===== config.mk =====
export PLATFORM = sky130hd
export DESIGN_NAME = wct_ram
export DESIGN_NICKNAME = d
export VERILOG_FILES = /design/src/rtl/core/wct_ram.sv
export SDC_FILE = /design/constraint.sdc
export NUM_CORES = 1
export LEC_CHECK = 0
export BUFFER_PORTS_ARGS = -buffer_cell sky130_fd_sc_hd__buf_4
export CORE_ASPECT_RATIO = 1.4
export CORE_UTILIZATION = 40
export CTS_CLUSTER_SIZE = 25
export DETAILED_ROUTE_END_ITERATION = 16
export GPL_ROUTABILITY_DRIVEN = 1
export PLACE_DENSITY = 0.6
export SKIP_LAST_GASP = 1
export SYNTH_ARGS = -nofsm -noshare
export SYNTH_HDL_FRONTEND = slang
export SYNTH_SLANG_ARGS = --single-unit

===== constraint.sdc =====
create_clock -name clk -period 2.17 [get_ports clk]
set_input_delay 0.217 -clock clk [delete_from_list [all_inputs] [get_ports clk]]
set_output_delay 0.217 -clock clk [all_outputs]
set_load 0.005 [all_outputs]

===== src/rtl/core/wct_ram.sv =====
// Generic single-port-write, single-port-read RAM with registered read data.
// Width and depth are parameters. No dependencies.
module wct_ram #(
  parameter int WIDTH = 8,
  parameter int DEPTH = 16
) (
  input  logic                     clk,
  input  logic                     wr_en,
  input  logic [$clog2(DEPTH)-1:0] wr_addr,
  input  logic [WIDTH-1:0]         wr_data,
  input  logic                     rd_en,
  input  logic [$clog2(DEPTH)-1:0] rd_addr,
  output logic [WIDTH-1:0]         rd_data
);

  logic [WIDTH-1:0] mem [DEPTH];

  always_ff @(posedge clk) begin
    if (wr_en) begin
      mem[wr_addr] <= wr_data;
    end
    if (rd_en) begin
      rd_data <= mem[rd_addr];
    end
  end

endmodule


==> results_dict.tcl <==
set metrics [dict create \
    ys.flop_type "edfxtp_1" \
    drc_errors 0 \
    peakVddDrop_uv 551 \
    wl_per_cell_um 21.5 \
    grt_usage_pct 15.9 \
    root_buffer "clkbuf_16" \
    fin_skew_ns 0.00462 \
    numClockSinks 136 \
    worst_pin_slew_ns 0.467 \
    grt_max_degree 33 \
    core_area_um2 12800 \
    synth_top_area_share_pct 78.1 \
    std_cell_rows 49 \
    vias_per_cell 5.45 \
    ys_types 18 \
    drt_pass1_iterations 4 \
    cp_max_fo 1 \
    power.total_w 0.00631 \
    syn_area_um2 5230 \
    drive_gt1_share_pct 31.8 \
    synth_edf_count 136 \
    seq_area_frac_synth_pct 78.1 \
    yosys.area.top_type "edfxtp_1" \
    drv_cap 0 \
    cts_buffer_depth 2 \
    required_ns 2.32 \
    synthTopCellsByArea "edfxtp_1, mux4_2, mux4_1" \
    finalSetupTns_ns 0 \
    rsz0062_at_grt "no" \
    yosysWarnings 0 \
    routabilityCongestion 0.735 \
    min_period_ns 1.49 \
    power-per-cell-area_nw_per_um2 996 \
    syn2layout_area_growth_pct 21.3 \
    synth_seq_cells 136 \
    final_cell_mix "edfxtp_1, buf_4, mux4_2, clkbuf_16, a22oi_1" \
    setup_violations 0 \
    status "complete, no violations" \
    slew_headroom_pct 68.9 \
    path_cells "mux4_2 -> a22oi_1 -> nand2_1" \
    die_area_um2 13500 \
    slowest_delay_ns 0.47 \
    htree_levels 4 \
    fill_cells 1016 \
    dpl.hpwl_mm 6.36 \
    port_buffers 26 \
    r2r_slack_ns 0.68 \
    die_x_um 98.6 \
    grt_pass1_wl_mm 14.8 \
    fp.dieH_um 137 \
    vias 2465 \
    critPathBufInv 0 \
    nets 305 \
    max_freq_ghz 0.673 \
    drt_wl_total_mm 9.73 \
    worstHoldPathType "input port to register" \
    maxSlewViolCount 0 \
    clk_latency_ns 0.41 \
    p_leak_nw 2.16 \
    postCtsSetupRepairBufs 0 \
    gr-total-overflow 0 \
    worstSetupStartpointType "register" \
    multi_input_area_um2 1060 \
    hold_violations 0 \
    drtIter0Drc 188 \
    syn_avg_cell_area_um2 22.8 \
    cts_buffers 17 \
    regArea_um2 4080 \
    cts_hold_buf 0 \
    async_flop_share_pct 0 \
    worstReg2RegStart "mem[0][7]" \
    clkTransAtPathRegs_ns 0.06 \
    diodes 0 \
    worstHoldStart "wr_data[0]" \
    antenna_found_initial 0 \
    finalCritPeriodShare_pct 68.5 \
    syn_inst 229 \
    crit_type "register to register" \
    arrival_ns 1.63 \
    ios 27 \
    start_util_pct 40.8 \
    end_kind "register" \
    crit_family "multiplexers" \
    synth.net_count 248 \
    worstSetupStartpoint "mem[0][7]" \
    grt_pass1_vias 2519 \
    crit_path_top_delay_cell "mux4_2" \
    cts_tree "yes" \
    cts_resized 0 \
    final_common_cell "edfxtp_1" \
    postRouteAntennaNets 0 \
]
==> layout make-up <==
cell class | instances | share of cell area (%)
multi-input cells | 83 | 16.7
clock inverters | 14 | 3.22
repair buffers | 48 | 5.88
flip-flops and latches | 136 | 64.4
clock buffers | 18 | 6.77
well taps | 153 | 3.02
==> worst reg2reg max path, cell delays in order, from the launching register on <==
cell and delay (ns):
edfxtp_1 0.36, mux4_2 0.47, a22oi_1 0.29, nand2_1 0.10
==> stage by stage <==
stage	util, %	hold WS (ns)	instances	setup slack (ns)	instance area [µm²]
3_5_place_dp	44.5	0.535	420	0.372	5710
5_1_grt	49.5	0.116	452	0.620	6340
3_3_place_gp	44.5	0.520	420	0.392	5710
2_1_floorplan	-	0.316	229	0.460	5230
4_1_cts	49.5	0.107	452	0.683	6340
6_report	49.5	0.115	452	0.684	6340
==> Yosys cell counts (all sizes together) (2+ instances only) <==
| cell type | count |
|---|---|
| buf | 7 |
| mux4 | 32 |
| nor3 | 4 |
| edfxtp | 136 |
| a22oi | 16 |
| clkdlybuf4s25 | 3 |
| nand2b | 2 |
| nand3b | 2 |
| nand2 | 9 |
| nor2 | 13 |
==> worst paths after layout <==
kind,end,depth (start not counted)
worst max-delay path,rd_data[7],3
worst min-delay path,mem[4][0],1
worst max register to register,rd_data[7],3
worst min register to register,rd_data[3],3
==> logic make-up after synthesis <==
group                  Yosys count  share of synthesized area, %
AOI/OAI and AO/OA               16                          2.30
buffers and inverters           10                          1.65
DFF                            136                          78.1
muxes                           32                          14.8
and+or+nand+nor                 35                          3.14
==> where the power goes <==
group / internal (W) / switching (W)
Sequential: 0.00296 / 0.0000156
Clock: 0.00202 / 0.00103
Combinational: 0.000132 / 0.000149
Total: 0.00512 / 0.00119
==> layer usage <==
layer  up-vias  track usage (%)  part of all wire [%]
met3        13             4.41                   4.6
li1       1098                -                     -
met2        73             27.2                    52
met5         -                0                     0
met4         0             7.30                   1.8
met1      1281             18.8                    42
==> registers in the layout, summed over array words and instances (netlist names) <==
signal	count
mem	128
rd_data	8
No activity file was read; power rests on OpenSTA's default activity.
