<file path="config.mk">
export PLATFORM = sky130hd
export DESIGN_NAME = wct_resp
export DESIGN_NICKNAME = d
export VERILOG_FILES = /design/src/rtl/core/wct_pkg.sv /design/src/rtl/core/wct_resp.sv
export SDC_FILE = /design/constraint.sdc
export NUM_CORES = 1
export LEC_CHECK = 0
export BUFFER_PORTS_ARGS = -buffer_cell sky130_fd_sc_hd__buf_4
export CAP_MARGIN = 0
export CORE_AREA = 4 4 185 187
export DETAILED_ROUTE_END_ITERATION = 6
export DIE_AREA = 0 0 189 191
export PLACE_DENSITY = 0.4
export SYNTH_ARGS = -nofsm -noshare
export SYNTH_HDL_FRONTEND = slang
export SYNTH_SLANG_ARGS = --single-unit
</file>
<file path="constraint.sdc">
create_clock -name vclk -period 3.5
set_clock_uncertainty 0.15 [all_clocks]
set_input_delay 0.35 -clock vclk [all_inputs]
set_output_delay 0.35 -clock vclk [all_outputs]
set_load 0.05 [all_outputs]
</file>
<file path="src/rtl/core/wct_pkg.sv">
// Shared types and codes for the wait channel table.
// Beat structs for both channels, command and status codes, default sizes.
// No dependencies.
package wct_pkg;

  localparam int DEF_CHANNELS     = 256;
  localparam int DEF_ADDRESS_BITS = 48;
  localparam int DEF_OWNER_BITS   = 16;

  localparam int COUNT_W = 16;
  localparam int SLOT_W  = 8;
  localparam logic [COUNT_W-1:0] COUNT_MAX = 16'hFFFF;

  localparam logic [1:0] CMD_ENTER  = 2'd0;
  localparam logic [1:0] CMD_LEAVE  = 2'd1;
  localparam logic [1:0] CMD_WAKE   = 2'd2;
  localparam logic [1:0] CMD_CANCEL = 2'd3;

  localparam logic [2:0] ST_OK         = 3'd0;
  localparam logic [2:0] ST_CHANGED    = 3'd1;
  localparam logic [2:0] ST_FULL       = 3'd2;
  localparam logic [2:0] ST_TIMED_OUT  = 3'd3;
  localparam logic [2:0] ST_NO_CANCEL  = 3'd4;

  typedef struct packed {
    logic [1:0]         cmd;
    logic [15:0]        owner_id;
    logic [47:0]        word_address;
    logic signed [31:0] current_value;
    logic signed [31:0] expected_value;
    logic [7:0]         slot_index;
    logic [63:0]        deadline_tick;
    logic [63:0]        now_tick;
  } wct_in_t;

  typedef struct packed {
    logic [2:0]  status;
    logic [7:0]  found_slot;
    logic [15:0] waiter_total;
    logic        wake_request;
  } wct_out_t;

  typedef struct packed {
    logic hit;
    logic free_vld;
  } wct_flags_t;

endpackage

</file>
<file path="src/rtl/core/wct_resp.sv">
// Result and write-back decision for one command of the wait channel table.
// Works from the held input beat and the scan or read outcome; uses wct_pkg.
module wct_resp import wct_pkg::*; #(
  parameter int CHANNELS     = DEF_CHANNELS,
  parameter int ADDRESS_BITS = DEF_ADDRESS_BITS,
  parameter int OWNER_BITS   = DEF_OWNER_BITS
) (
  input  wct_in_t                                      beat,
  input  wct_flags_t                                   flags,
  input  logic [$clog2(CHANNELS)-1:0]                  hit_idx,
  input  logic [OWNER_BITS+ADDRESS_BITS+COUNT_W-1:0]   hit_ent,
  input  logic [$clog2(CHANNELS)-1:0]                  free_idx,
  output wct_out_t                                     result,
  output logic                                         wr_req,
  output logic [$clog2(CHANNELS)-1:0]                  wr_addr,
  output logic [OWNER_BITS+ADDRESS_BITS+COUNT_W-1:0]   wr_data
);

  localparam int ENT_W = OWNER_BITS + ADDRESS_BITS + COUNT_W;

  logic [OWNER_BITS-1:0]   owner_k;
  logic [ADDRESS_BITS-1:0] addr_k;
  logic [COUNT_W-1:0]      hit_cnt;
  logic [COUNT_W-1:0]      dec_cnt;
  logic [COUNT_W-1:0]      inc_cnt;
  logic [ENT_W-1:0]        dec_ent;
  logic                    value_eq;
  logic                    timed_out;

  assign owner_k   = OWNER_BITS'(beat.owner_id);
  assign addr_k    = ADDRESS_BITS'(beat.word_address);
  assign hit_cnt   = hit_ent[COUNT_W-1:0];
  assign dec_cnt   = hit_cnt - COUNT_W'(1);
  assign inc_cnt   = hit_cnt + COUNT_W'(1);
  assign dec_ent   = (dec_cnt == '0) ? '0 : {hit_ent[ENT_W-1:COUNT_W], dec_cnt};
  assign value_eq  = (beat.current_value == beat.expected_value);
  assign timed_out = (beat.deadline_tick != '0) && (beat.now_tick >= beat.deadline_tick)
                     && value_eq;

  always_comb begin
    result  = '0;
    wr_req  = 1'b0;
    wr_addr = hit_idx;
    wr_data = dec_ent;
    case (beat.cmd)
      CMD_ENTER: begin
        if (!value_eq) begin
          result.status = ST_CHANGED;
        end else if (flags.hit) begin
          result.found_slot = SLOT_W'(hit_idx);
          if (hit_cnt == COUNT_MAX) begin
            result.status = ST_FULL;
          end else begin
            wr_req  = 1'b1;
            wr_data = {owner_k, addr_k, inc_cnt};
          end
        end else if (flags.free_vld) begin
          result.found_slot = SLOT_W'(free_idx);
          wr_req  = 1'b1;
          wr_addr = free_idx;
          wr_data = {owner_k, addr_k, COUNT_W'(1)};
        end else begin
          result.status = ST_FULL;
        end
      end
      CMD_LEAVE: begin
        result.found_slot = beat.slot_index;
        wr_req = flags.hit;
        if (timed_out) begin
          result.status = ST_TIMED_OUT;
        end
      end
      CMD_WAKE: begin
        if (flags.hit) begin
          result.found_slot   = SLOT_W'(hit_idx);
          result.waiter_total = hit_cnt;
          result.wake_request = 1'b1;
        end
      end
      default: begin
        result.found_slot = beat.slot_index;
        wr_req = flags.hit;
        if (!flags.hit) begin
          result.status = ST_NO_CANCEL;
        end
      end
    endcase
  end

endmodule

</file>
==> results.cfg, run 1 <==
[power]
leakagePower_nw = 4.865
peakVddDrop_v = 0.00007239
p_per_area_mw_per_mm2 = 124.2
total_power_mw = 1.113

[floorplan]
die_y_um = 191
fp-row-count = 66
fp.dieArea_mm2 = 0.03610
initial_core_util = 0.1266
chipWidth_um = 189
coreArea_mm2 = 0.03245
ios = 481

[worst_setup_path]
crit_path_start_kind = input port
critical_path.endpoint_type = output port
path_max_fanout = 24
slowest_delay_ns = 0.52
worstSetupPathDepth = 12
cp.buffers_inverters = 5
cp_cell_sequence = buf_6 -> or4_4 -> or4_4 -> or3_4 -> xnor2_4 -> nor4_2 -> buf_4 -> nor2_4 -> buf_12 -> buf_12 -> a22o_1 -> buf_6
crit_family = simple AND/OR/NAND/NOR gates
crit_slowest_cell = or4_4
arrival_ns = 2.97
critPathKind = in -> out
cp-startpoint = hit_ent[10]
critPathRequiredTime_ns = 3.00

[yosys]
ys_types = 57
avgSynthCellArea_um2 = 7.158
post_synth_inst_count = 574
ys_warn_count = 0
synth_top_family_by_area = compound AO/OA/AOI/OAI gates
synthAdderAreaFrac = 0.2040
ys_seq_area_frac = 0
synthMuxAreaShare = 0.04202
yosys.area_share.simple = 0.2363
synth_nets = 1005
synth_compound_area_frac = 0.3185
synth-xor-area-share = 0.09988
syn_area_mm2 = 0.004109

[sta]
setup_viol = 0
fin_crit_ns = 3.469
tns_ns = 0
layout_setup_ws_ns = 0.03123
slew_headroom = 0.3998
worstMarginPinSlew_ns = 0.8971
hold_slack_ns = 0.9066
slew_violations = 0
rsz0062_at_grt = yes
fin_crit_sh = 0.9911
finalHoldViolCount = 0
fmax_mhz = 288.3

[global_routing]
grt_max_degree = 26
overflow = 0
antenna_found_initial = 1
grt_pass1_wl_um = 40500
first_global_vias = 6670
grt.total_usage = 0.1439

[worst_hold_path]
hp-class = in -> out
hp-start = hit_ent[17]
hold_path_end = wr_data[17]
holdPathStages = 3

[final_layout]
fin_cells = 1515
utilization = 0.2761
final_cell_area_mm2 = 0.008960
seq_cell_count = 0
fillers = 3668
drive_gt1_frac = 0.5149
n_clock_buffer = 0
nNetsFinal = 1505
seq_area_um2 = 0
syn_to_final_growth_pct = 118.1

[detailed_routing]
drt-total-wl_um = 29070
post_drt_wl_per_cell_um = 19.19
drt_iter0_drc = 185
dr.pass1.iters = 4
via_count = 6244
drc = 0
viasPerCell = 4.121
ant_nets = 0

[placed_design]
gp_congestion = 0.8123
numPortBuffers = 481
post-dp-hpwl_um = 26450
postPlaceCellArea_mm2 = 0.008607
dp.cells = 1510
pre_cts_slack_ns = -0.05153

[run_status]
status = finished clean

[clocking]
cts_hold_buf = 0

[run]
maxCapViolations = 0
-- cell usage in the layout (no fill, tap or decap), types with 3 or more instances in the layout --
cell	n
nand2_1	18
xor2_1	39
mux2i_1	6
nor4_1	30
nand4_1	19
nor2_1	31
inv_1	68
o22ai_1	3
a22o_1	71
a21o_1	37
ha_1	67
buf_4	453
buf_6	67
mux2_1	8
a21oi_1	20
buf_12	8
nor3b_2	3
nor4_2	3
and3_1	4
or2_2	3
and4_1	3
and2_1	15
nor3_1	8
o21ai_1	5
nor2b_1	3
xnor2_1	6
nand3_1	10
or3_1	6
a211oi_1	3
o21ai_0	11
-- layer usage --
| metal | GRT usage | up-vias | part of all wire |
|---|---|---|---|
| li1 | - | 3156 | - |
| met1 | 0.1631 | 2812 | 0.38 |
| met2 | 0.2845 | 272 | 0.53 |
| met3 | 0.03634 | 4 | 0.084 |
| met4 | 0.004484 | 0 | 0.0037 |
| met5 | 0 | - | 0 |
-- cells in the mapped netlist, types with 3 or more instances --
library cell  count  area, um2
xor2_1           39      341.6
and3_1            4      25.02
a31oi_1           3      18.77
o21ai_1           5      25.02
ha_1             67      838.3
nand3_1          10      50.05
or2_2             3      18.77
nor3b_1           3      22.52
nand2_1          18      67.56
nor3_1            9      45.04
buf_2             5      25.02
a21o_1           37      277.8
o21ai_0          11      55.05
nor2b_1           4      25.02
mux2_1            8      90.09
clkbuf_1         21      78.83
inv_1            68      255.2
mux2i_1           6      60.06
nor4_1           32      200.2
xnor2_1           6      52.55
and2_1           15      93.84
nor2_1           32      120.1
a21oi_1          20      100.1
nand4_1          19      118.9
and4_1            3      26.28
buf_4             5      37.54
a22o_1           71      621.9
or3_1             7      43.79
a211oi_1          4      30.03
o22ai_1           3      18.77
-- cells by family after synthesis --
kind of cell,Yosys count
AO/OA/AOI/OAI,173
adder cells (fa/ha/maj),67
AND/OR/NAND/NOR,172
multiplexers,16
buffers and inverters,100
XOR/XNOR,46
-- worst min-delay path, stage by stage --
cell    delay, ns
buf_4        0.07
a22o_1       0.13
buf_6        0.16
-- report_power, final --
part           internal (mW)  switching [mW]
clock           0.0000000382               0
combinational          0.543           0.570
sequential                 0               0
total                  0.543           0.570
-- timing repair --
| action | in CTS | in global routing |
|---|---|---|
| gates resized for setup | 36 | 37 |
| buffers inserted | 1 | 3 |
| pin swaps | 3 | 3 |
| gates cloned | 0 | 1 |
| setup endpoints to repair | 61 | 67 |
-- layout make-up --
| cell class | instances | area [um2] | share of cell area |
|---|---|---|---|
| Timing Repair Buffer | 530 | 4368 | 0.4875 |
| Inverter | 68 | 255.2 | 0.02849 |
| Antenna cell | 1 | 2.502 | 0.0002793 |
| Multi-Input combinational cell | 474 | 3781 | 0.4220 |
| Tap cell | 442 | 553.0 | 0.06172 |
-- worst max path at each step --
stage                   to
2_1_floorplan   wr_data[4]
3_3_place_gp    wr_data[5]
3_5_place_dp   wr_data[76]
4_1_cts        wr_data[78]
5_1_grt        wr_data[51]
6_report       wr_data[51]
No activity file was read; power rests on OpenSTA's default activity.
==> inputs of run 2 (changes only) <==
- ABC_AREA: unset -> 1
- CORE_AREA: 4 4 185 187 -> 4 4 186 188
- DIE_AREA: 0 0 189 191 -> 0 0 190 192
- PLACE_DENSITY: 0.4 -> 0.43
==> results.cfg, run 2 <==
[global_routing]
first_global_vias = 7795
grt.total_usage = 0.1575
grt_max_degree = 67
antenna_found_initial = 1
grt_pass1_wl_um = 45660
overflow = 0

[detailed_routing]
drc = 0
viasPerCell = 4.214
drt_iter0_drc = 521
drt-total-wl_um = 31920
dr.pass1.iters = 5
ant_nets = 0
via_count = 8023
post_drt_wl_per_cell_um = 16.77

[final_layout]
antenna_cells = 0
final_cell_mix = buf_4 (495), nand2_1 (373), inv_1 (120), nand3_1 (101), nor2_1 (81)
drive_gt1_frac = 0.3709
layout_commonest_cell = buf_4
syn_to_final_growth_pct = 78.87
n_clock_buffer = 0
seq_area_um2 = 0
nNetsFinal = 1889
fin_cells = 1904
final_cell_area_mm2 = 0.009333
fillers = 3829
seq_cell_count = 0

[floorplan]
ios = 481
chipWidth_um = 190
fp.dieArea_mm2 = 0.03648
die_y_um = 192
initial_core_util = 0.1576
coreArea_mm2 = 0.03311
fp-row-count = 67

[yosys]
synth_top_area_frac = 0.2683
ys_types = 32
yosysMostFrequentCell = nand2_1
ys_warn_count = 0
synth_area_leaders = nand2_1 (27%), ha_1 (16%), nand3_1 (9.7%)
avgSynthCellArea_um2 = 5.254
syn_area_mm2 = 0.005218
ys_seq_area_frac = 0
synth_top_area_cell = nand2_1
post_synth_inst_count = 993
synth_nets = 1424
synth_commonest_cells = nand2_1 (373), inv_1 (120), nand3_1 (101)

[worst_setup_path]
arrival_ns = 2.60
crit_path_start_kind = input port
slowest_delay_ns = 0.29
cp.buffers_inverters = 4
crit_family = simple AND/OR/NAND/NOR gates
path_max_fanout = 66
cp_common_cell = nand2_2
critPathRequiredTime_ns = 3.00
cp-startpoint = hit_ent[0]
critPathKind = in -> out
cp_cell_sequence = buf_4 -> ha_1 -> nand2_1 -> nor2_4 -> nand2_2 -> nor2_4 -> inv_2 -> nand2_2 -> nand2_2 -> nand4_4 -> buf_12 -> o21ai_0 -> buf_4
crit_slowest_cell = buf_12
critical_path.endpoint_type = output port

[sta]
slew_headroom = 0.6037
fin_crit_ns = 3.099
rsz0062_at_grt = no
slew_violations = 0
finalHoldViolCount = 0
setup_viol = 0
fmax_mhz = 322.7
tns_ns = 0
worstMarginPinSlew_ns = 0.5923
fin_crit_sh = 0.8854

[clocking]
cts_hold_buf = 0
postCtsSetupRepairBufs = 0
post_cts_resize_count = 0

[run]
maxCapViolations = 0

[worst_hold_path]
hp-start = beat[259]
hp-class = in -> out

[power]
peakVddDrop_v = 0.00007792
clock_power_share = 0
power.internal_mw = 0.5104
p_per_area_mw_per_mm2 = 124.9
leakagePower_nw = 5.398
total_power_mw = 1.166
seq_power_share = 0
swShare = 0.5622
p_sw_mw = 0.6554
p_comb_frac = 1.000

[placed_design]
gp_congestion = 0.8698
postPlaceCellArea_mm2 = 0.009333
dp.cells = 1904
post-dp-hpwl_um = 28070
numPortBuffers = 481

[run_status]
status = finished clean
[run 2: cell types whose count changed after synthesis, sizes merged, moves of 32 or more]
cell | previous run | this run
nand2 | 18 | 378
nand3 | 10 | 118
a22o | 71 | 0
inv | 68 | 126
nor2 | 33 | 89
a21o | 37 | 0
nor4 | 33 | 1
[run 2: kinds of logic after synthesis]
kind of cell | count (synthesis) | synth area share
xor+xnor | 43 | 0.07218
buf+inv | 164 | 0.1436
fa+ha+maj | 67 | 0.1607
compound gates | 81 | 0.08513
simple gates | 638 | 0.5384
[run 2: worst min-delay path, stage by stage]
cell and delay, ns:
buf_4 0.08, nand2_1 0.04, nand2_1 0.05, buf_4 0.18
[run 2: final timing paths]
check / end / cells after the start
setup / recovery: wr_req / 13
hold / removal: wr_data[75] / 4
[run 2: metrics by stage]
step                worst slack, ns  hold slack (ns)  utilization
finish                       0.4012           0.9038       0.2818
global route                0.08324           0.9178       0.2818
CTS                          0.2603           0.9076       0.2818
detailed placement           0.2985           0.9061       0.2818
global placement             0.3221           0.9080       0.2818
floorplan                    0.3772           0.7861            -
[run 2: area by class of cell]
type                            count  area (um2)  area share
Inverter                          127       476.7     0.05108
Multi-Input combinational cell    829        4479      0.4800
Tap cell                          448       560.5     0.06006
Timing Repair Buffer              500        3816      0.4089
[run 2: metal layers]
metal | vias up | track usage | share of wire
met4 | 2 | 0.02003 | 0.015
met2 | 295 | 0.2748 | 0.49
met3 | 26 | 0.02726 | 0.069
met1 | 3585 | 0.2091 | 0.43
met5 | - | 0 | 0.00041
li1 | 4115 | - | -
[run 2: power by group through the flow]
stage                     clock network [mW]  registers (mW)  logic [mW]
final                                      0               0        1.17
after global routing                       0               0        1.27
after CTS                                  0               0        1.17
after detailed placement                   0               0        1.17
after global placement                     0               0        1.16
after floorplan                            0               0       0.599
